==> config.mk <==
export PLATFORM = sky130hd
export DESIGN_NAME = buzzer_alert_pattern_sequencer_unit
export DESIGN_NICKNAME = d
export VERILOG_FILES = /design/src/rtl/bzap_pkg.sv /design/src/rtl/bzap_front.sv /design/src/rtl/bzap_queue.sv /design/src/rtl/bzap_player.sv /design/src/rtl/buzzer_alert_pattern_sequencer_unit.sv
export SDC_FILE = /design/constraint.sdc
export NUM_CORES = 1
export LEC_CHECK = 0
export BUFFER_PORTS_ARGS = -buffer_cell sky130_fd_sc_hd__buf_4
export CELL_PAD_IN_SITES_DETAIL_PLACEMENT = 1
export CELL_PAD_IN_SITES_GLOBAL_PLACEMENT = 1
export CORE_MARGIN = 2
export CORE_UTILIZATION = 49
export DETAILED_ROUTE_END_ITERATION = 8
export PLACE_DENSITY_LB_ADDON = 0.12
export SLEW_MARGIN = 20
export SYNTH_ARGS = -nofsm -noshare
export SYNTH_HDL_FRONTEND = slang
export SYNTH_SLANG_ARGS = --single-unit
==> constraint.sdc <==
create_clock -name clock -period 6.2 [get_ports clock]
set_input_delay 0.62 -clock clock [delete_from_list [all_inputs] [get_ports clock]]
set_output_delay 0.62 -clock clock [all_outputs]
set_load 0.03 [all_outputs]
==> src/rtl/bzap_pkg.sv <==
// ----------------------------------------------------------------------------
// bzap_pkg
// shared types, codes and the pattern rom of the buzzer alert sequencer
// ----------------------------------------------------------------------------
`timescale 1ns / 1ps
`default_nettype none

package bzap_pkg;

   localparam int QUEUE_DEPTH_DEF   = 12;
   localparam int RECOVER_COUNT_DEF = 3;

   localparam int EV_W    = 4;
   localparam int LEVEL_W = 4;
   localparam int MS_W    = 8;

   // item kinds
   localparam logic [1:0] KIND_TICK  = 2'd0;
   localparam logic [1:0] KIND_PLAY  = 2'd1;
   localparam logic [1:0] KIND_FAULT = 2'd2;
   localparam logic [1:0] KIND_NONE  = 2'd3;

   // request status
   localparam logic [1:0] ST_QUEUED  = 2'd0;
   localparam logic [1:0] ST_IGNORED = 2'd1;
   localparam logic [1:0] ST_DROPPED = 2'd2;
   localparam logic [1:0] ST_FLUSHED = 2'd3;

   // csr indexes
   localparam logic [1:0] CSR_MUTED     = 2'd0;
   localparam logic [1:0] CSR_CLICK_GAP = 2'd1;
   localparam logic [1:0] CSR_REPEAT    = 2'd2;

   localparam logic [15:0] CLICK_GAP_RST = 16'd80;
   localparam logic [15:0] REPEAT_RST    = 16'd15000;

   // events
   localparam logic [EV_W-1:0] EV_CLICK   = 4'd0;
   localparam logic [EV_W-1:0] EV_BOOT    = 4'd1;
   localparam logic [EV_W-1:0] EV_SUCCESS = 4'd2;
   localparam logic [EV_W-1:0] EV_ERROR   = 4'd3;
   localparam logic [EV_W-1:0] EV_E01     = 4'd4;
   localparam logic [EV_W-1:0] EV_E02     = 4'd5;
   localparam logic [EV_W-1:0] EV_E03     = 4'd6;
   localparam logic [EV_W-1:0] EV_E04     = 4'd7;
   localparam logic [EV_W-1:0] EV_E05     = 4'd8;
   localparam logic [EV_W-1:0] EV_E06     = 4'd9;
   localparam logic [EV_W-1:0] EV_RECOVER = 4'd10;
   localparam logic [EV_W-1:0] EV_COUNT   = 4'd11;

   localparam logic [7:0] FAULT_NORMAL   = 8'd0;
   localparam logic [7:0] FAULT_KNOWN_LO = 8'd1;
   localparam logic [7:0] FAULT_KNOWN_HI = 8'd6;
   localparam logic [EV_W-1:0] FAULT_EV_OFFSET = 4'd3;

   typedef struct packed {
      logic [MS_W-1:0] on_ms;
      logic [MS_W-1:0] off_ms;
   } seg_type;

   typedef struct packed {
      logic            valid;
      logic            flush;
      logic [EV_W-1:0] ev;
   } push_cmd_type;

   typedef struct packed {
      logic            start;
      logic [EV_W-1:0] ev;
   } start_cmd_type;

   typedef struct packed {
      logic idle;
      logic fin;
   } player_stat_type;

   typedef struct packed {
      logic busy;
      logic off;
   } player_next_type;

   typedef struct packed {
      logic               buzzer_on;
      logic               player_busy;
      logic [LEVEL_W-1:0] queue_level;
      logic [1:0]         request_status;
   } result_type;

   function automatic logic is_low_priority(input logic [EV_W-1:0] ev);
      return (ev == EV_CLICK) || (ev == EV_BOOT) || (ev == EV_SUCCESS) ||
             (ev == EV_RECOVER);
   endfunction

   // index of the last segment of each pattern
   function automatic logic [1:0] rom_last(input logic [EV_W-1:0] pat);
      logic [1:0] last;
      case (pat) inside
         EV_BOOT, EV_SUCCESS, EV_E02, EV_E03, EV_RECOVER: last = 2'd1;
         EV_E01, EV_E05, EV_E06:                          last = 2'd2;
         EV_E04:                                          last = 2'd3;
         default:                                         last = 2'd0;
      endcase
      return last;
   endfunction

   // on/off lengths in ms; every on phase in the table is nonzero
   function automatic seg_type rom_seg(input logic [EV_W-1:0] pat, input logic [1:0] seg);
      seg_type s;
      s = '{on_ms: 8'd0, off_ms: 8'd0};
      case (pat)
         EV_CLICK:   if (seg == 2'd0) s = '{8'd30, 8'd0};
         EV_BOOT:    s = (seg == 2'd0) ? '{8'd60, 8'd80} : '{8'd60, 8'd0};
         EV_SUCCESS: s = (seg == 2'd0) ? '{8'd40, 8'd60} : '{8'd40, 8'd0};
         EV_ERROR:   if (seg == 2'd0) s = '{8'd180, 8'd0};
         EV_E01:     s = (seg == 2'd2) ? '{8'd80, 8'd0} : '{8'd80, 8'd80};
         EV_E02:     s = (seg == 2'd0) ? '{8'd180, 8'd120} : '{8'd180, 8'd0};
         EV_E03:     s = (seg == 2'd0) ? '{8'd120, 8'd120} : '{8'd120, 8'd0};
         EV_E04:     s = (seg == 2'd3) ? '{8'd80, 8'd0} : '{8'd80, 8'd80};
         EV_E05:     s = (seg == 2'd2) ? '{8'd120, 8'd0} : '{8'd120, 8'd100};
         EV_E06: begin
            case (seg)
               2'd0:    s = '{8'd80, 8'd70};
               2'd1:    s = '{8'd80, 8'd120};
               default: s = '{8'd220, 8'd0};
            endcase
         end
         EV_RECOVER: s = (seg == 2'd0) ? '{8'd40, 8'd80} : '{8'd40, 8'd0};
         default:    s = '{8'd0, 8'd0};
      endcase
      return s;
   endfunction

endpackage

`default_nettype wire

==> src/rtl/bzap_front.sv <==
// ----------------------------------------------------------------------------
// bzap_front
// classifies items: time base, click filter, fault tracking, queue decision
// ----------------------------------------------------------------------------
`timescale 1ns / 1ps
`default_nettype none

module bzap_front import bzap_pkg::*; #(
   parameter int RECOVER_COUNT = RECOVER_COUNT_DEF
) (
   input  wire logic         clock,
   input  wire logic         reset,
   input  wire logic         accept,
   input  wire logic [1:0]   kind,
   input  wire logic [3:0]   play_event,
   input  wire logic [7:0]   alarm_code,
   input  wire logic         muted,
   input  wire logic [15:0]  click_gap,
   input  wire logic [15:0]  repeat_limit,
   input  wire logic         q_full,
   output push_cmd_type      push_cmd,
   output logic              tick,
   output logic [1:0]        status
);

   localparam int NC_W = $clog2(RECOVER_COUNT + 1);

   logic [31:0]      time_ff, time_in;
   logic             click_seen_ff, click_seen_in;
   logic [31:0]      last_click_ff, last_click_in;
   logic             fault_active_ff, fault_active_in;
   logic [7:0]       active_code_ff, active_code_in;
   logic [NC_W-1:0]  normal_cnt_ff, normal_cnt_in;
   logic [31:0]      last_beep_ff, last_beep_in;

   logic            is_play, is_fault, is_none;
   logic            code_zero, changed, due, recover, fault_req;
   logic [NC_W-1:0] nc_inc;
   logic [EV_W-1:0] fault_ev, req_ev;
   logic            req_valid, gap_block, ignored;

   always_comb begin
      tick     = accept && (kind == KIND_TICK);
      is_play  = accept && (kind == KIND_PLAY);
      is_fault = accept && (kind == KIND_FAULT);
      is_none  = accept && (kind == KIND_NONE);

      code_zero = (alarm_code == FAULT_NORMAL);
      nc_inc    = (normal_cnt_ff < NC_W'(RECOVER_COUNT)) ? normal_cnt_ff + 1'b1
                                                         : normal_cnt_ff;
      recover   = is_fault && code_zero && fault_active_ff &&
                  (nc_inc >= NC_W'(RECOVER_COUNT));
      changed   = !fault_active_ff || (active_code_ff != alarm_code);
      due       = (time_ff - last_beep_ff) >= {16'd0, repeat_limit};
      fault_req = is_fault && !code_zero && (changed || due);
      fault_ev  = (alarm_code >= FAULT_KNOWN_LO && alarm_code <= FAULT_KNOWN_HI)
                  ? alarm_code[EV_W-1:0] + FAULT_EV_OFFSET : EV_ERROR;

      req_valid = is_play || recover || fault_req;
      req_ev    = is_play ? play_event : (recover ? EV_RECOVER : fault_ev);

      gap_block = click_seen_ff && ((time_ff - last_click_ff) < {16'd0, click_gap});
      ignored   = (req_ev >= EV_COUNT) || muted || ((req_ev == EV_CLICK) && gap_block);

      time_in         = tick ? time_ff + 32'd1 : time_ff;
      click_seen_in   = click_seen_ff;
      last_click_in   = last_click_ff;
      fault_active_in = fault_active_ff;
      active_code_in  = active_code_ff;
      normal_cnt_in   = normal_cnt_ff;
      last_beep_in    = last_beep_ff;

      if (is_fault) begin
         if (code_zero) begin
            if (fault_active_ff) begin
               normal_cnt_in = nc_inc;
            end
            if (recover) begin
               fault_active_in = 1'b0;
               active_code_in  = FAULT_NORMAL;
            end
         end else begin
            fault_active_in = 1'b1;
            normal_cnt_in   = '0;
            active_code_in  = alarm_code;
            if (changed || due) begin
               last_beep_in = time_ff;
            end
         end
      end

      // an accepted click records its time even if the queue drops it
      if (req_valid && !ignored && (req_ev == EV_CLICK)) begin
         click_seen_in = 1'b1;
         last_click_in = time_ff;
      end

      push_cmd = '{valid: 1'b0, flush: 1'b0, ev: req_ev};
      status   = is_none ? ST_IGNORED : ST_QUEUED;
      if (req_valid) begin
         if (ignored) begin
            status = ST_IGNORED;
         end else if (!q_full) begin
            push_cmd.valid = 1'b1;
         end else if (is_low_priority(req_ev)) begin
            status = ST_DROPPED;
         end else begin
            status         = ST_FLUSHED;
            push_cmd.valid = 1'b1;
            push_cmd.flush = 1'b1;
         end
      end
   end

   always_ff @(posedge clock) begin
      if (reset) begin
         time_ff         <= '0;
         click_seen_ff   <= 1'b0;
         last_click_ff   <= '0;
         fault_active_ff <= 1'b0;
         active_code_ff  <= '0;
         normal_cnt_ff   <= '0;
         last_beep_ff    <= '0;
      end else begin
         time_ff         <= time_in;
         click_seen_ff   <= click_seen_in;
         last_click_ff   <= last_click_in;
         fault_active_ff <= fault_active_in;
         active_code_ff  <= active_code_in;
         normal_cnt_ff   <= normal_cnt_in;
         last_beep_ff    <= last_beep_in;
      end
   end

endmodule

`default_nettype wire

==> src/rtl/bzap_queue.sv <==
// ----------------------------------------------------------------------------
// bzap_queue
// request fifo between the classifier and the player, with flush and bypass
// ----------------------------------------------------------------------------
`timescale 1ns / 1ps
`default_nettype none

module bzap_queue import bzap_pkg::*; #(
   parameter int DEPTH = QUEUE_DEPTH_DEF
) (
   input  wire logic            clock,
   input  wire logic            reset,
   input  wire logic            muted,
   input  wire push_cmd_type    push_cmd,
   input  wire player_stat_type player_stat,
   output start_cmd_type        start_cmd,
   output logic                 full,
   output logic [LEVEL_W-1:0]   level_next
);

   localparam int PTR_W = (DEPTH > 1) ? $clog2(DEPTH) : 1;
   localparam int CNT_W = $clog2(DEPTH + 1);

   logic [EV_W-1:0]  mem_ff [DEPTH];
   logic [PTR_W-1:0] rd_ff, rd_in;
   logic [PTR_W-1:0] wr_ff, wr_in;
   logic [CNT_W-1:0] cnt_ff, cnt_in;
   logic             we;
   logic [PTR_W-1:0] waddr;

   function automatic logic [PTR_W-1:0] ptr_inc(input logic [PTR_W-1:0] p);
      return (p == PTR_W'(DEPTH - 1)) ? '0 : p + 1'b1;
   endfunction

   always_comb begin
      full      = (cnt_ff == CNT_W'(DEPTH));
      start_cmd = '{start: 1'b0, ev: push_cmd.ev};
      rd_in     = rd_ff;
      wr_in     = wr_ff;
      cnt_in    = cnt_ff;
      we        = 1'b0;
      waddr     = wr_ff;

      if (push_cmd.valid) begin
         if (push_cmd.flush) begin
            we     = 1'b1;
            waddr  = rd_ff;
            wr_in  = ptr_inc(rd_ff);
            cnt_in = CNT_W'(1);
         end else if (player_stat.idle) begin
            // idle player implies an empty queue: start straight away
            start_cmd.start = 1'b1;
         end else begin
            we     = 1'b1;
            wr_in  = ptr_inc(wr_ff);
            cnt_in = cnt_ff + 1'b1;
         end
      end

      if (player_stat.fin) begin
         if (muted) begin
            // every waiting pattern ends at once without sound
            rd_in  = wr_ff;
            cnt_in = '0;
         end else if (cnt_ff != '0) begin
            start_cmd.start = 1'b1;
            start_cmd.ev    = mem_ff[rd_ff];
            rd_in           = ptr_inc(rd_ff);
            cnt_in          = cnt_ff - 1'b1;
         end
      end

      level_next = LEVEL_W'(cnt_in);
   end

   always_ff @(posedge clock) begin
      if (we) begin
         mem_ff[waddr] <= push_cmd.ev;
      end
   end

   always_ff @(posedge clock) begin
      if (reset) begin
         rd_ff  <= '0;
         wr_ff  <= '0;
         cnt_ff <= '0;
      end else begin
         rd_ff  <= rd_in;
         wr_ff  <= wr_in;
         cnt_ff <= cnt_in;
      end
   end

endmodule

`default_nettype wire

==> src/rtl/bzap_player.sv <==
// ----------------------------------------------------------------------------
// bzap_player
// steps through the on/off segments of the current pattern on each tick
// ----------------------------------------------------------------------------
`timescale 1ns / 1ps
`default_nettype none

module bzap_player import bzap_pkg::*; (
   input  wire logic          clock,
   input  wire logic          reset,
   input  wire logic          tick,
   input  wire logic          muted,
   input  wire start_cmd_type start_cmd,
   output player_stat_type    player_stat,
   output player_next_type    player_next
);

   typedef enum logic [2:0] {
      PH_IDLE = 3'b001,
      PH_ON   = 3'b010,
      PH_OFF  = 3'b100
   } phase_type;

   phase_type       phase_ff, phase_in;
   logic [EV_W-1:0] pat_ff, pat_in;
   logic [1:0]      seg_ff, seg_in;
   logic [MS_W-1:0] rem_ff, rem_in;

   seg_type         cur_seg, nxt_seg, start_seg;
   logic [MS_W-1:0] rem_dec;
   logic            seg_done, fin;

   always_comb begin
      cur_seg   = rom_seg(pat_ff, seg_ff);
      nxt_seg   = rom_seg(pat_ff, seg_ff + 2'd1);
      start_seg = rom_seg(start_cmd.ev, 2'd0);
      rem_dec   = (rem_ff != '0) ? rem_ff - 1'b1 : '0;

      phase_in = phase_ff;
      pat_in   = pat_ff;
      seg_in   = seg_ff;
      rem_in   = rem_ff;
      seg_done = 1'b0;
      fin      = 1'b0;

      if (tick) begin
         unique case (phase_ff)
            PH_IDLE: ;
            PH_ON: begin
               if (rem_dec != '0) begin
                  rem_in = rem_dec;
               end else if (cur_seg.off_ms != '0) begin
                  phase_in = PH_OFF;
                  rem_in   = cur_seg.off_ms;
               end else begin
                  seg_done = 1'b1;
               end
            end
            PH_OFF: begin
               if (rem_dec != '0) begin
                  rem_in = rem_dec;
               end else begin
                  seg_done = 1'b1;
               end
            end
            default: phase_in = PH_IDLE;
         endcase
      end

      if (seg_done) begin
         if ((seg_ff == rom_last(pat_ff)) || muted) begin
            fin      = 1'b1;
            phase_in = PH_IDLE;
            rem_in   = '0;
         end else begin
            seg_in   = seg_ff + 2'd1;
            phase_in = PH_ON;
            rem_in   = nxt_seg.on_ms;
         end
      end

      if (start_cmd.start) begin
         phase_in = PH_ON;
         pat_in   = start_cmd.ev;
         seg_in   = 2'd0;
         rem_in   = start_seg.on_ms;
      end

      player_stat = '{idle: (phase_ff == PH_IDLE), fin: fin};
      player_next = '{busy: (phase_in != PH_IDLE), off: (phase_in == PH_OFF)};
   end

   always_ff @(posedge clock) begin
      if (reset) begin
         phase_ff <= PH_IDLE;
         pat_ff   <= '0;
         seg_ff   <= '0;
         rem_ff   <= '0;
      end else begin
         phase_ff <= phase_in;
         pat_ff   <= pat_in;
         seg_ff   <= seg_in;
         rem_ff   <= rem_in;
      end
   end

endmodule

`default_nettype wire

==> src/rtl/buzzer_alert_pattern_sequencer_unit.sv <==
// ----------------------------------------------------------------------------
// buzzer_alert_pattern_sequencer_unit
// a result word is registered in the output buffer as its item is accepted
// throughput: one item per cycle while the output buffer is not full
// a two-word output buffer keeps input flowing while one result waits
// reset is synchronous and clears all control state; no clearing pass
// ----------------------------------------------------------------------------
`timescale 1ns / 1ps
`default_nettype none

module buzzer_alert_pattern_sequencer_unit import bzap_pkg::*; #(
   parameter int QUEUE_DEPTH   = QUEUE_DEPTH_DEF,
   parameter int RECOVER_COUNT = RECOVER_COUNT_DEF
) (
   input  wire logic        clock,
   input  wire logic        reset,
   input  wire logic        req_valid,
   output logic             req_stall,
   input  wire logic [1:0]  req_kind,
   input  wire logic [3:0]  req_play_event,
   input  wire logic [7:0]  req_alarm_code,
   output logic             rsp_valid,
   input  wire logic        rsp_stall,
   output logic             rsp_buzzer_on,
   output logic             rsp_player_busy,
   output logic [3:0]       rsp_queue_level,
   output logic [1:0]       rsp_request_status,
   input  wire logic        csr_wr_en,
   input  wire logic [1:0]  csr_index,
   input  wire logic [15:0] csr_wdata
);

   localparam logic [1:0] OBUF_FULL = 2'd2;

   logic        muted_ff, muted_in;
   logic [15:0] click_gap_ff, click_gap_in;
   logic [15:0] repeat_ff, repeat_in;

   logic            accept, tick, q_full;
   logic [1:0]      status;
   push_cmd_type    push_cmd;
   start_cmd_type   start_cmd;
   player_stat_type player_stat;
   player_next_type player_next;
   logic [LEVEL_W-1:0] level_next;

   result_type  res;
   result_type  slot0_ff, slot0_in, slot1_ff, slot1_in;
   logic [1:0]  ocnt_ff, ocnt_in;
   logic        do_pop;

   assign req_stall = (ocnt_ff == OBUF_FULL);
   assign accept    = req_valid && !req_stall;

   always_comb begin
      muted_in     = muted_ff;
      click_gap_in = click_gap_ff;
      repeat_in    = repeat_ff;
      if (csr_wr_en) begin
         unique case (csr_index)
            CSR_MUTED:     muted_in     = csr_wdata[0];
            CSR_CLICK_GAP: click_gap_in = csr_wdata;
            CSR_REPEAT:    repeat_in    = csr_wdata;
            default: ;
         endcase
      end
   end

   always_ff @(posedge clock) begin
      if (reset) begin
         muted_ff     <= 1'b0;
         click_gap_ff <= CLICK_GAP_RST;
         repeat_ff    <= REPEAT_RST;
      end else begin
         muted_ff     <= muted_in;
         click_gap_ff <= click_gap_in;
         repeat_ff    <= repeat_in;
      end
   end

   bzap_front #(
      .RECOVER_COUNT (RECOVER_COUNT)
   ) u_front (
      .clock        (clock),
      .reset        (reset),
      .accept       (accept),
      .kind         (req_kind),
      .play_event   (req_play_event),
      .alarm_code   (req_alarm_code),
      .muted        (muted_ff),
      .click_gap    (click_gap_ff),
      .repeat_limit (repeat_ff),
      .q_full       (q_full),
      .push_cmd     (push_cmd),
      .tick         (tick),
      .status       (status)
   );

   bzap_queue #(
      .DEPTH (QUEUE_DEPTH)
   ) u_queue (
      .clock       (clock),
      .reset       (reset),
      .muted       (muted_ff),
      .push_cmd    (push_cmd),
      .player_stat (player_stat),
      .start_cmd   (start_cmd),
      .full        (q_full),
      .level_next  (level_next)
   );

   bzap_player u_player (
      .clock       (clock),
      .reset       (reset),
      .tick        (tick),
      .muted       (muted_ff),
      .start_cmd   (start_cmd),
      .player_stat (player_stat),
      .player_next (player_next)
   );

   // result word and two-entry output buffer
   always_comb begin
      res = '{buzzer_on:      player_next.busy && !player_next.off && !muted_ff,
              player_busy:    player_next.busy,
              queue_level:    level_next,
              request_status: status};

      do_pop   = rsp_valid && !rsp_stall;
      slot0_in = slot0_ff;
      slot1_in = slot1_ff;
      ocnt_in  = ocnt_ff;
      case ({accept, do_pop})
         2'b10: begin
            if (ocnt_ff == 2'd0) begin
               slot0_in = res;
            end else begin
               slot1_in = res;
            end
            ocnt_in = ocnt_ff + 2'd1;
         end
         2'b01: begin
            slot0_in = slot1_ff;
            ocnt_in  = ocnt_ff - 2'd1;
         end
         2'b11: begin
            // buffer held one word, which leaves now
            slot0_in = res;
         end
         default: ;
      endcase
   end

   always_ff @(posedge clock) begin
      slot0_ff <= slot0_in;
      slot1_ff <= slot1_in;
   end

   always_ff @(posedge clock) begin
      if (reset) begin
         ocnt_ff <= '0;
      end else begin
         ocnt_ff <= ocnt_in;
      end
   end

   assign rsp_valid          = (ocnt_ff != 2'd0);
   assign rsp_buzzer_on      = slot0_ff.buzzer_on;
   assign rsp_player_busy    = slot0_ff.player_busy;
   assign rsp_queue_level    = slot0_ff.queue_level;
   assign rsp_request_status = slot0_ff.request_status;

endmodule

`default_nettype wire

Word level (Yosys, flattened, before mapping)
Memories as Yosys holds them, arrays and structs flattened. A register that Yosys moved wholly into a read port is not among the register bits.
Cells that the tools add are included.
Storage, ports and cells
  register bits after elaboration: 188
  memories: 1
  input bits: 37
  latch bits: 0
  bits in read-only memories: 0
  output and inout bits: 10
  bits in writable memories: 48
Cells by class
  $lt $le $gt $ge: 7
  divide/modulo/power cells: 0
  shift-type cells: 0
  multiply operators: 0
  $add $sub $neg: 13
  reduce and logical (&&, ||, !) cells: 71
  mux-type cells: 100
  bitwise operators: 3
  equal/unequal tests: 54
Memory list
  u_queue.mem_ff: words 12, bits a word 4, read ports 1, clocked after Yosys merged registers in 1, write ports 1, line bzap_queue.sv:24  | logic [EV_W-1:0] mem_ff [DEPTH];
Operators with widths (count)
  one-hot mux 16 bit (11 select lines): 1
  one-hot mux 16 bit (10 select lines): 1
  two-way mux 7 bit: 14
  two-way mux 8 bit: 11
  one-hot mux 8 bit (11 select lines): 1
  two-way mux 4 bit: 19
  subtractor 32 bit: 2
  == test 4 bit (second input constant): 10
  adder 32 x 1 -> 32 bit (second input constant): 1
  == test 4 x 3 -> 1 bit (second input constant): 8
  greater-or-equal comparator 32 x 16 -> 1 bit: 1
  < comparator 32 x 16 -> 1 bit: 1
  one-hot mux 16 bit (2 select lines): 1
  two-way mux 2 bit: 14
  one-hot mux 8 bit (3 select lines): 1
  nonzero test 8 bit: 3
  == test 2 bit (second input constant): 10
  == test 4 x 2 -> 1 bit (second input constant): 5
  two-way mux 1 bit: 20
  AND reduction 2 bit: 10
  logical AND 1 bit: 18
  two-way mux 16 bit: 1
  one-hot mux 8 bit (2 select lines): 1
  two-way mux 3 bit: 5
  other kinds (44): 89

Depth between registers and ports, before layout
Gate-level depths: netlist of run 1.
  depth in word-level cells: 29
  gate-level depth with buffers: 26

Cells and area by module
From an unflattened synthesis of run 1, not the netlist that was laid out.
Unflattened totals
  cells, all modules: 1950
  area, all modules: 16562.1 sq um
Modules (own cells, without submodules)
  bzap_front: cells an instance 1259, area each 9696.8 sq um, instances 1
  bzap_queue: cells an instance 230, area each 3020.4 sq um, instances 1
  buzzer_alert_pattern_sequencer_unit: cells an instance 193, area each 1956.9 sq um, instances 1
  bzap_player: cells an instance 268, area each 1888.1 sq um, instances 1

Worst setup path after synthesis of run 1
Ideal clock, no wire load.
  path type: register -> register
  from: register u_front.time_ff[0]
  to: memory u_queue.mem_ff[11][0], enable pin
  path slack: 0.763 ns
  arrival: 5.097 ns
  path buffers: 1
  cell stages (with the launch flop): 25
  period minus slack after synthesis: 5.437 ns
  cells stage by stage: dfxtp_1 inv_1 ha_1 nor2b_1 o2111ai_1 and3_1 o21ai_0 nand3_1 a21oi_1 nor2b_1 o21ba_2 xnor2_1 ha_1 nand2_1 o21ai_0 nor4_1 nand4_1 nor4_1 or4b_4 a2111oi_4 nand4_2 and3_1 buf_6 or3_1 a21oi_1
Between the ends
  word-level cells in the longest chain between the ends: 11
Ends and longest elaborated chain
  start: declaration: line bzap_front.sv:28  | logic [31:0] time_ff, time_in;
  start signal: assignment: line bzap_front.sv:125  | time_ff <= time_in;
  subtractor 32 bit: line bzap_front.sv:62  | gap_block = click_seen_ff && ((time_ff - last_click_ff) < {16'd0, click_gap});
  < comparator 32 x 16 -> 1 bit: line bzap_front.sv:62
  logical AND 1 bit: line bzap_front.sv:62
  logical AND 1 bit: line bzap_front.sv:63  | ignored = (req_ev >= EV_COUNT) || muted || ((req_ev == EV_CLICK) && gap_block);
  logical OR 1 bit: line bzap_front.sv:63
  two-way mux 2 bit: line bzap_front.sv:101  | if (ignored) begin
  two-way mux 2 bit *: line bzap_front.sv:100  | if (req_valid) begin
  two-way mux 1 bit: line bzap_queue.sv:45  | if (push_cmd.flush) begin
  two-way mux 1 bit: line bzap_queue.sv:44  | if (push_cmd.valid) begin
  two-way mux 1 bit: line bzap_queue.sv:77  | if (we) begin
  two-way mux 1 bit (implied by the code): line bzap_queue.sv:78  | mem_ff[waddr] <= push_cmd.ev;
  end: declaration: line bzap_queue.sv:24
Mark *: on every way between the ends. The rest lies on a longest branch, timed or not.

Final worst setup path of run 1
  from: register u_front.last_beep_ff[1]
  to: memory u_queue.mem_ff[11][1], enable pin
Between the ends
  word-level cells in the longest chain between the ends: 10
Ends and longest elaborated chain
  start: declaration: line bzap_front.sv:34  | logic [31:0] last_beep_ff, last_beep_in;
  start signal: assignment: line bzap_front.sv:131  | last_beep_ff <= last_beep_in;
  subtractor 32 bit *: line bzap_front.sv:54  | due = (time_ff - last_beep_ff) >= {16'd0, repeat_limit};
  greater-or-equal comparator 32 x 16 -> 1 bit *: line bzap_front.sv:54
  logical OR 1 bit *: line bzap_front.sv:55  | fault_req = is_fault && !code_zero && (changed || due);
  logical AND 1 bit *: line bzap_front.sv:55
  logical OR 1 bit *: line bzap_front.sv:59  | req_valid = is_play || recover || fault_req;
  two-way mux 2 bit *: line bzap_front.sv:100
  two-way mux 1 bit: line bzap_queue.sv:45
  two-way mux 1 bit: line bzap_queue.sv:44
  two-way mux 1 bit: line bzap_queue.sv:77
  two-way mux 1 bit (implied by the code): line bzap_queue.sv:78
Marked as above.

==> reports/results.tsv, run 1 <==
stage	metric	value	unit
sta	Setup WS post-layout	0.396	ns
critical_path	Critical Path Source	u_front.last_beep_ff[1]$_SDFFE_PP0P_	
finish	fillers	3903	
critical_path	Worst Setup EP	u_queue.mem_ff[11][1]$_DFFE_PP_	
logic_synthesis	Synth Register Bits	240	
logic_synthesis	Net Count, Synth	2078	
critical_path	r2r startpoint	u_front.last_beep_ff[1]$_SDFFE_PP0P_	
power	Pleak	7.28	nW
route	Routed WL	46900	um
min_path	Worst Hold Class	primary input to flip-flop	
logic_synthesis	Post-Syn Area	16100	sq um
critical_path	Crit-path slowest cell	or4b_4	
logic_synthesis	post-synth cell types	91	
min_path	Worst Hold Depth	2	
critical_path	CP Depth	23	
sta	fin crit period	5.80	ns
power	clock share of power	39.1	%
clock_network	CTS root buf	clkbuf_16	
place	placed cell count	2354	
sta	clk_skew	0.0177	ns
place	IO Port Bufs	46	
clock_network	H-tree Lvls	1	
finish	Core Util, Final	54.7	%
clock_network	Num CTS Buffers	27	
die	Rows	66	
power	Comb power frac	16.2	%
die	die width	185	um
route	Vias	14400	
die	die height	185	um
run	Max Cap Viol	0	
run_status	outcome	finished clean	
sta	max_slew headroom	29.6	%
clock_network	Max clock buf depth	3	
clock_network	Post-CTS Hold Fix Bufs	0	
critical_path	CP Cell Sequence	inv_1 -> ha_1 -> nor2b_1 -> o2111ai_1 -> and3_1 -> o21ai_1 -> nand3_1 -> a21oi_1 -> nor2b_1 -> o21ba_2 -> xnor2_1 -> ha_1 -> nand2_1 -> o21ai_0 -> nor4_1 -> nand4_1 -> nor4_2 -> or4b_4 -> a2111oi_4 -> nand4_2 -> and3_1 -> or3_1 -> a21oi_4	
critical_path	critical path type	flip-flop to flip-flop	
place	dpl ws	-0.0335	ns
finish	Final Net Count	2090	
critical_path	CP arrival	6.03	ns
clock_network	clock sinks	240	
sta	final setup fails	0	
route	Vias/cell	6.02	
clock_network	CTS tree	built	
power	Pwr per Cell Area	220	nW/um^2
finish	fraction of layout cells with a size suffix above 1	8.75	%
finish	most common cell after layout, fill and taps aside	nor2_1	
logic_synthesis	syn_area_per_cell	8.33	sq um
global_routing	first-pass GRT wire length	76000	um
die	initial core utilization	49.5	%
sta	Hold Vio Cnt, Final	0	
sta	Final period util	93.6	%
global_routing	initial antenna violation count	0	
die	area of the die	34300	sq um
logic_synthesis	top_reg_cell synth	dfxtp_1	
critical_path	Critical Path RT	6.43	ns
critical_path	crit start category	flip-flop	
finish	# diodes	0	
sta	Slew Viols, Final	0	
power	Reg power frac	44.7	%
finish	Final Non-Filler Cells	2397	
logic_synthesis	yosys warns	0	
route	1st-pass router iterations	5	
route	wire per inst	19.6	um
place	gp weighted congestion	0.890	
critical_path	reg-to-reg endpoint	u_queue.mem_ff[11][1]$_DFFE_PP_	
critical_path	CP max FO	4	
clock_network	Skew-Pair Late Insertion Delay	0.53	ns
critical_path	Reg2Reg Depth	23	
route	post-route ant nets	0	
route	drt first-iter violations	805	
power	maximum VDD drop	0.247	mV
critical_path	Critical path buffers and inverters	1	
place	detailed placement HPWL	35800	um
critical_path	Worst path max stage delay	0.51	ns
critical_path	Worst setup EP type	flip-flop	
logic_synthesis	number of flops mapped to enable cells by yosys	64	
die	IO Pins	47	
logic_synthesis	Synth Instances	1929	
finish	Layout area overhead	10.4	%
global_routing	largest net degree at the start of global routing	94	
die	Core Area	32500	sq um
critical_path	CP top delay family	simple AND/OR/NAND/NOR gates	
power	switching share of power	27.7	%
route	drc violations	0	
sta	RSZ-0062 raised after global routing	no	
clock_network	Post-CTS Setup Repair Bufs	0	
logic_synthesis	Post-synth ARST share	0	%
sta	Tightest Pin Transition	1.03	ns
global_routing	vias in the first global route	14500	
sta	Max Fclk	172	MHz
power	NetSw	1.08	mW
power	Internal Power	2.83	mW
global_routing	remaining global-route overflow	0	
logic_synthesis	Seq/Total Area, Yosys	33.9	%
critical_path	reg2reg setup slack	0.40	ns
global_routing	GR Util All Layers	27.3	%
finish	commonest cells after routing, fill and taps aside	nor2_1, dfxtp_1, nand2_1, a21oi_1, inv_1	
clock_network	CTS clk-pin slew, worst paths	0.06	ns
==> synthesized netlist by cell type (46+ instances only) <==
library cell,instances,area share (%)
nand3_1,70,2.2
dfxtp_1,176,22
a21oi_1,166,5.2
mux2i_1,89,5.5
ha_1,110,8.6
o21ai_0,77,2.4
inv_1,147,3.4
nor2_1,214,5.0
xnor2_1,46,2.5
nand2_1,174,4.1
edfxtp_1,64,12
clkbuf_1,71,1.7
==> metal layers <==
| metal | vias to the layer above | global-route usage, % | wire length, um | part of all wire [%] |
|---|---|---|---|---|
| li1 | 6928 | - | - | - |
| met1 | 7132 | 35.8 | 21300 | 45 |
| met2 | 289 | 47.6 | 22600 | 48 |
| met3 | 89 | 2.83 | 1590 | 3.4 |
| met4 | 0 | 7.84 | 1460 | 3.1 |
| met5 | - | 0 | 0 | 0 |
==> metrics by stage <==
stage	TNS, ns	cell area, sq um	hold WS (ns)	power, mW
after floorplan	0	16100	0.436	2.19
final	0	17700	0.303	3.91
after global routing	0	17700	0.301	4.06
after detailed placement	-0.160	16800	0.452	2.41
after CTS	0	17700	0.288	3.93
after global placement	0	16800	0.442	2.38
==> state kept, by name, summed over array words and instances, names as in the netlist, 8 cells and up, named ones only <==
name,count
repeat_ff,16
u_front.last_beep_ff,32
u_queue.mem_ff,48
u_player.rem_ff,8
u_front.active_code_ff,8
u_front.last_click_ff,32
click_gap_ff,16
slot1_ff,8
u_front.time_ff,32
==> worst min path at each step <==
| stage | from | to | slack (ns) |
|---|---|---|---|
| floorplan | click_gap_ff[10]$_SDFFE_PP0P_ | click_gap_ff[10]$_SDFFE_PP0P_ | 0.44 |
| global placement | click_gap_ff[5]$_SDFFE_PP0P_ | click_gap_ff[5]$_SDFFE_PP0P_ | 0.44 |
| detailed placement | click_gap_ff[12]$_SDFFE_PP0P_ | click_gap_ff[12]$_SDFFE_PP0P_ | 0.45 |
| CTS | csr_wdata[4] | repeat_ff[4]$_SDFFE_PP1P_ | 0.29 |
| global route | csr_wdata[4] | repeat_ff[4]$_SDFFE_PP1P_ | 0.30 |
| finish | csr_wdata[4] | repeat_ff[4]$_SDFFE_PP1P_ | 0.30 |
==> power groups by stage <==
stage               logic (mW)  clock network (mW)  registers [mW]
floorplan                0.378                   0            1.81
global placement         0.605                   0            1.78
detailed placement       0.624                   0            1.78
CTS                      0.629                1.56            1.75
global route             0.689                1.61            1.76
finish                   0.633                1.53            1.75
==> what timing repair did <==
| action | CTS | global route |
|---|---|---|
| setup endpoints to repair | 27 | 58 |
| gates cloned | 0 | 0 |
| endpoints found under the hold margin | 0 | 0 |
| gates resized for setup | 4 | 15 |
| pin swaps | 0 | 2 |
==> logic make-up after synthesis <==
logic type,share of synthesized area (%)
buffers and inverters,5.63
muxes,7.58
adders and majority gates,8.88
xor gates and xnor gates,4.63
AOI/OAI and AO/OA,18.9
DFF,33.9
and+or+nand+nor,20.5
==> cell type report <==
type                    instances  area, sq um  area share, %
flip-flops and latches        240         5450           30.7
clock inverters                 9         93.8          0.529
inverters                     150          563           3.17
multi-input cells            1455         9810           55.3
well taps                     442          553           3.12
clock buffers                  34          732           4.12
repair buffers                 67          553           3.12
(Power assumes the default switching activity.)
==> inputs of run 2 (changes only) <==
==> constraint.sdc (replaced) <==
create_clock -name clock -period 6.5 [get_ports clock]
set_input_delay 0.65 -clock clock [delete_from_list [all_inputs] [get_ports clock]]
set_output_delay 0.65 -clock clock [all_outputs]
set_load 0.03 [all_outputs]
==> run 2 against run 1 <==
Against the previous run:
- final cell count grew 0.13%
- largest power group unchanged
- register-to-register slack better by 0.03 ns
- non-clock buffer count is 3 lower
- first-iteration DRC count increased by 5.3%
- largest cell class unchanged
- combinational power shrank 6.5%
- highest routed layer unchanged
- critical path type unchanged
- critical path depth rose by 2
==> reports/results.tsv, run 2 (synthesis results as in run 1) <==
stage	metric	value	unit
run_status	outcome	finished clean	
place	detailed placement HPWL	35500	um
route	Vias	14300	
run	Max Cap Viol	0	
sta	Slew Viols, Final	0	
min_path	Worst Hold Class	primary input to flip-flop	
sta	final setup fails	0	
power	maximum VDD drop	0.198	mV
sta	Setup TNS	0	ns
finish	most common cell after layout, fill and taps aside	nor2_1	
sta	clk_skew	0.0171	ns
sta	Tightest Pin Transition	1.11	ns
die	area of the die	34300	sq um
finish	commonest cells after routing, fill and taps aside	nor2_1, dfxtp_1, nand2_1, a21oi_1, inv_1	
critical_path	crit start category	flip-flop	
sta	RSZ-0062 raised after global routing	no	
clock_network	Num CTS Buffers	27	
clock_network	Skew-Pair Late Insertion Delay	0.54	ns
sta	Final period util	93.4	%
global_routing	largest net degree at the start of global routing	66	
power	Reg power frac	43.4	%
power	NetSw	1.07	mW
power	clock share of power	41.1	%
route	wire per inst	19.3	um
route	Vias/cell	5.94	
clock_network	Max clock buf depth	3	
power	Internal Power	2.76	mW
global_routing	remaining global-route overflow	0	
clock_network	CTS root buf	clkbuf_16	
die	IO Pins	47	
route	drt first-iter violations	848	
clock_network	Post-CTS Hold Fix Bufs	0	
sta	fin crit period	6.07	ns
power	Pwr per Cell Area	216	nW/um^2
power	switching share of power	27.9	%
critical_path	CP max FO	15	
critical_path	critical path type	flip-flop to flip-flop	
place	gp weighted congestion	0.924	
clock_network	clock sinks	240	
route	Routed WL	46400	um
finish	max FFs per register	48	
clock_network	CTS tree	built	
finish	# diodes	0	
place	placed cell count	2351	
clock_network	H-tree Lvls	1	
global_routing	initial antenna violation count	0	
finish	largest register by flop count	u_queue.mem_ff	
global_routing	GR Util All Layers	27.4	%
route	drc violations	0	
sta	Hold Vio Cnt, Final	0	
clock_network	CTS clk-pin slew, worst paths	0.06	ns
die	initial core utilization	49.5	%
power	Pleak	7.27	nW
finish	fraction of layout cells with a size suffix above 1	8.53	%
route	post-route ant nets	0	
finish	Layout area overhead	10.3	%
place	IO Port Bufs	46	
finish	Final Net Count	2087	
die	die width	185	um
finish	Final Non-Filler Cells	2400	
sta	worst hold slack	0.326	ns
critical_path	Critical Path RT	6.69	ns
route	1st-pass router iterations	5	
critical_path	CP arrival	6.26	ns
global_routing	first-pass GRT wire length	75500	um
die	Rows	66	
power	Comb power frac	15.4	%
sta	max_slew headroom	23.7	%
die	Core Area	32500	sq um
die	die height	185	um
sta	Max Fclk	165	MHz
critical_path	Worst setup EP type	flip-flop	
global_routing	vias in the first global route	14500	
## run 2: cell types whose count changed in the layout (fill, tap and decap cells not counted), moves of 2 or more
cell and change:
inv_6 +2, buf_12 -3, clkinvlp_4 +5, clkinv_1 -3, clkbuf_1 -3, a21oi_1 +10, a21oi_4 -2, clkinv_4 +2
a21oi_2 -8
## run 2: metal layers
layer,track usage (%),vias to the layer above,share of wire (%)
met5,0,-,0
met4,7.62,0,2.8
met2,48.3,240,49
met3,3.36,83,3.5
li1,-,6938,-
met1,35.1,7006,45
## run 2: layout make-up
cell class,instances,area [sq um]
inverters,150,563
fillers,3892,14700
repair buffers,64,493
well taps,442,553
clock inverters,17,196
multi-input cells,1455,9740
flip-flops and latches,240,5450
clock buffers,32,734
## run 2: critical path: stages, from the launching register on
cell	delay, ns
dfxtp_1	0.43
inv_1	0.12
ha_1	0.23
nor2b_1	0.17
o2111ai_1	0.20
and3_1	0.30
o21ai_1	0.21
nand3_1	0.12
a21oi_1	0.17
nor2b_1	0.08
o21ba_2	0.22
xnor2_1	0.13
ha_1	0.32
nand2_1	0.08
o21ai_0	0.08
nor4_1	0.29
nand4_1	0.13
nor4_1	0.34
or4b_4	0.52
a2111oi_4	0.37
nand4_2	0.21
and2_1	0.21
nand2_1	0.06
buf_4	0.22
nand3_1	0.10
a21oi_1	0.41
## run 2: repair_timing
action,in CTS,in global routing
resized for setup,0,4
setup endpoints to repair,0,48
buffers inserted,0,0
## run 2: path summary, 6_finish.rpt
path / from / endpoint / slack (ns) / cells after the start
max: u_front.time_ff[0]$_SDFFE_PP0P_ / u_queue.mem_ff[8][3]$_DFFE_PP_ / 0.43 / 25
min: csr_wdata[4] / repeat_ff[4]$_SDFFE_PP1P_ / 0.33 / 2
max reg2reg: u_front.time_ff[0]$_SDFFE_PP0P_ / u_queue.mem_ff[8][3]$_DFFE_PP_ / 0.43 / 25
min reg2reg: click_gap_ff[11]$_SDFFE_PP0P_ / click_gap_ff[11]$_SDFFE_PP0P_ / 0.46 / 2
## run 2: power by group through the flow
stage | Combinational [mW] | Sequential (mW) | Clock (mW)
global placement | 0.571 | 1.70 | 0
CTS | 0.591 | 1.66 | 1.61
floorplan | 0.360 | 1.73 | 0
global route | 0.646 | 1.67 | 1.66
finish | 0.592 | 1.67 | 1.58
detailed placement | 0.587 | 1.70 | 0
## run 2: through the flow
step           setup slack [ns]  power, mW  util (%)  cell area (sq um)
6_report                  0.427       3.83      54.6              17700
5_1_grt                 0.00454       3.98      54.6              17700
4_1_cts                   0.297       3.86      54.6              17700
3_5_place_dp              0.329       2.28      51.7              16800
3_3_place_gp              0.638       2.27      51.7              16800
2_1_floorplan              1.06       2.09         -              16100
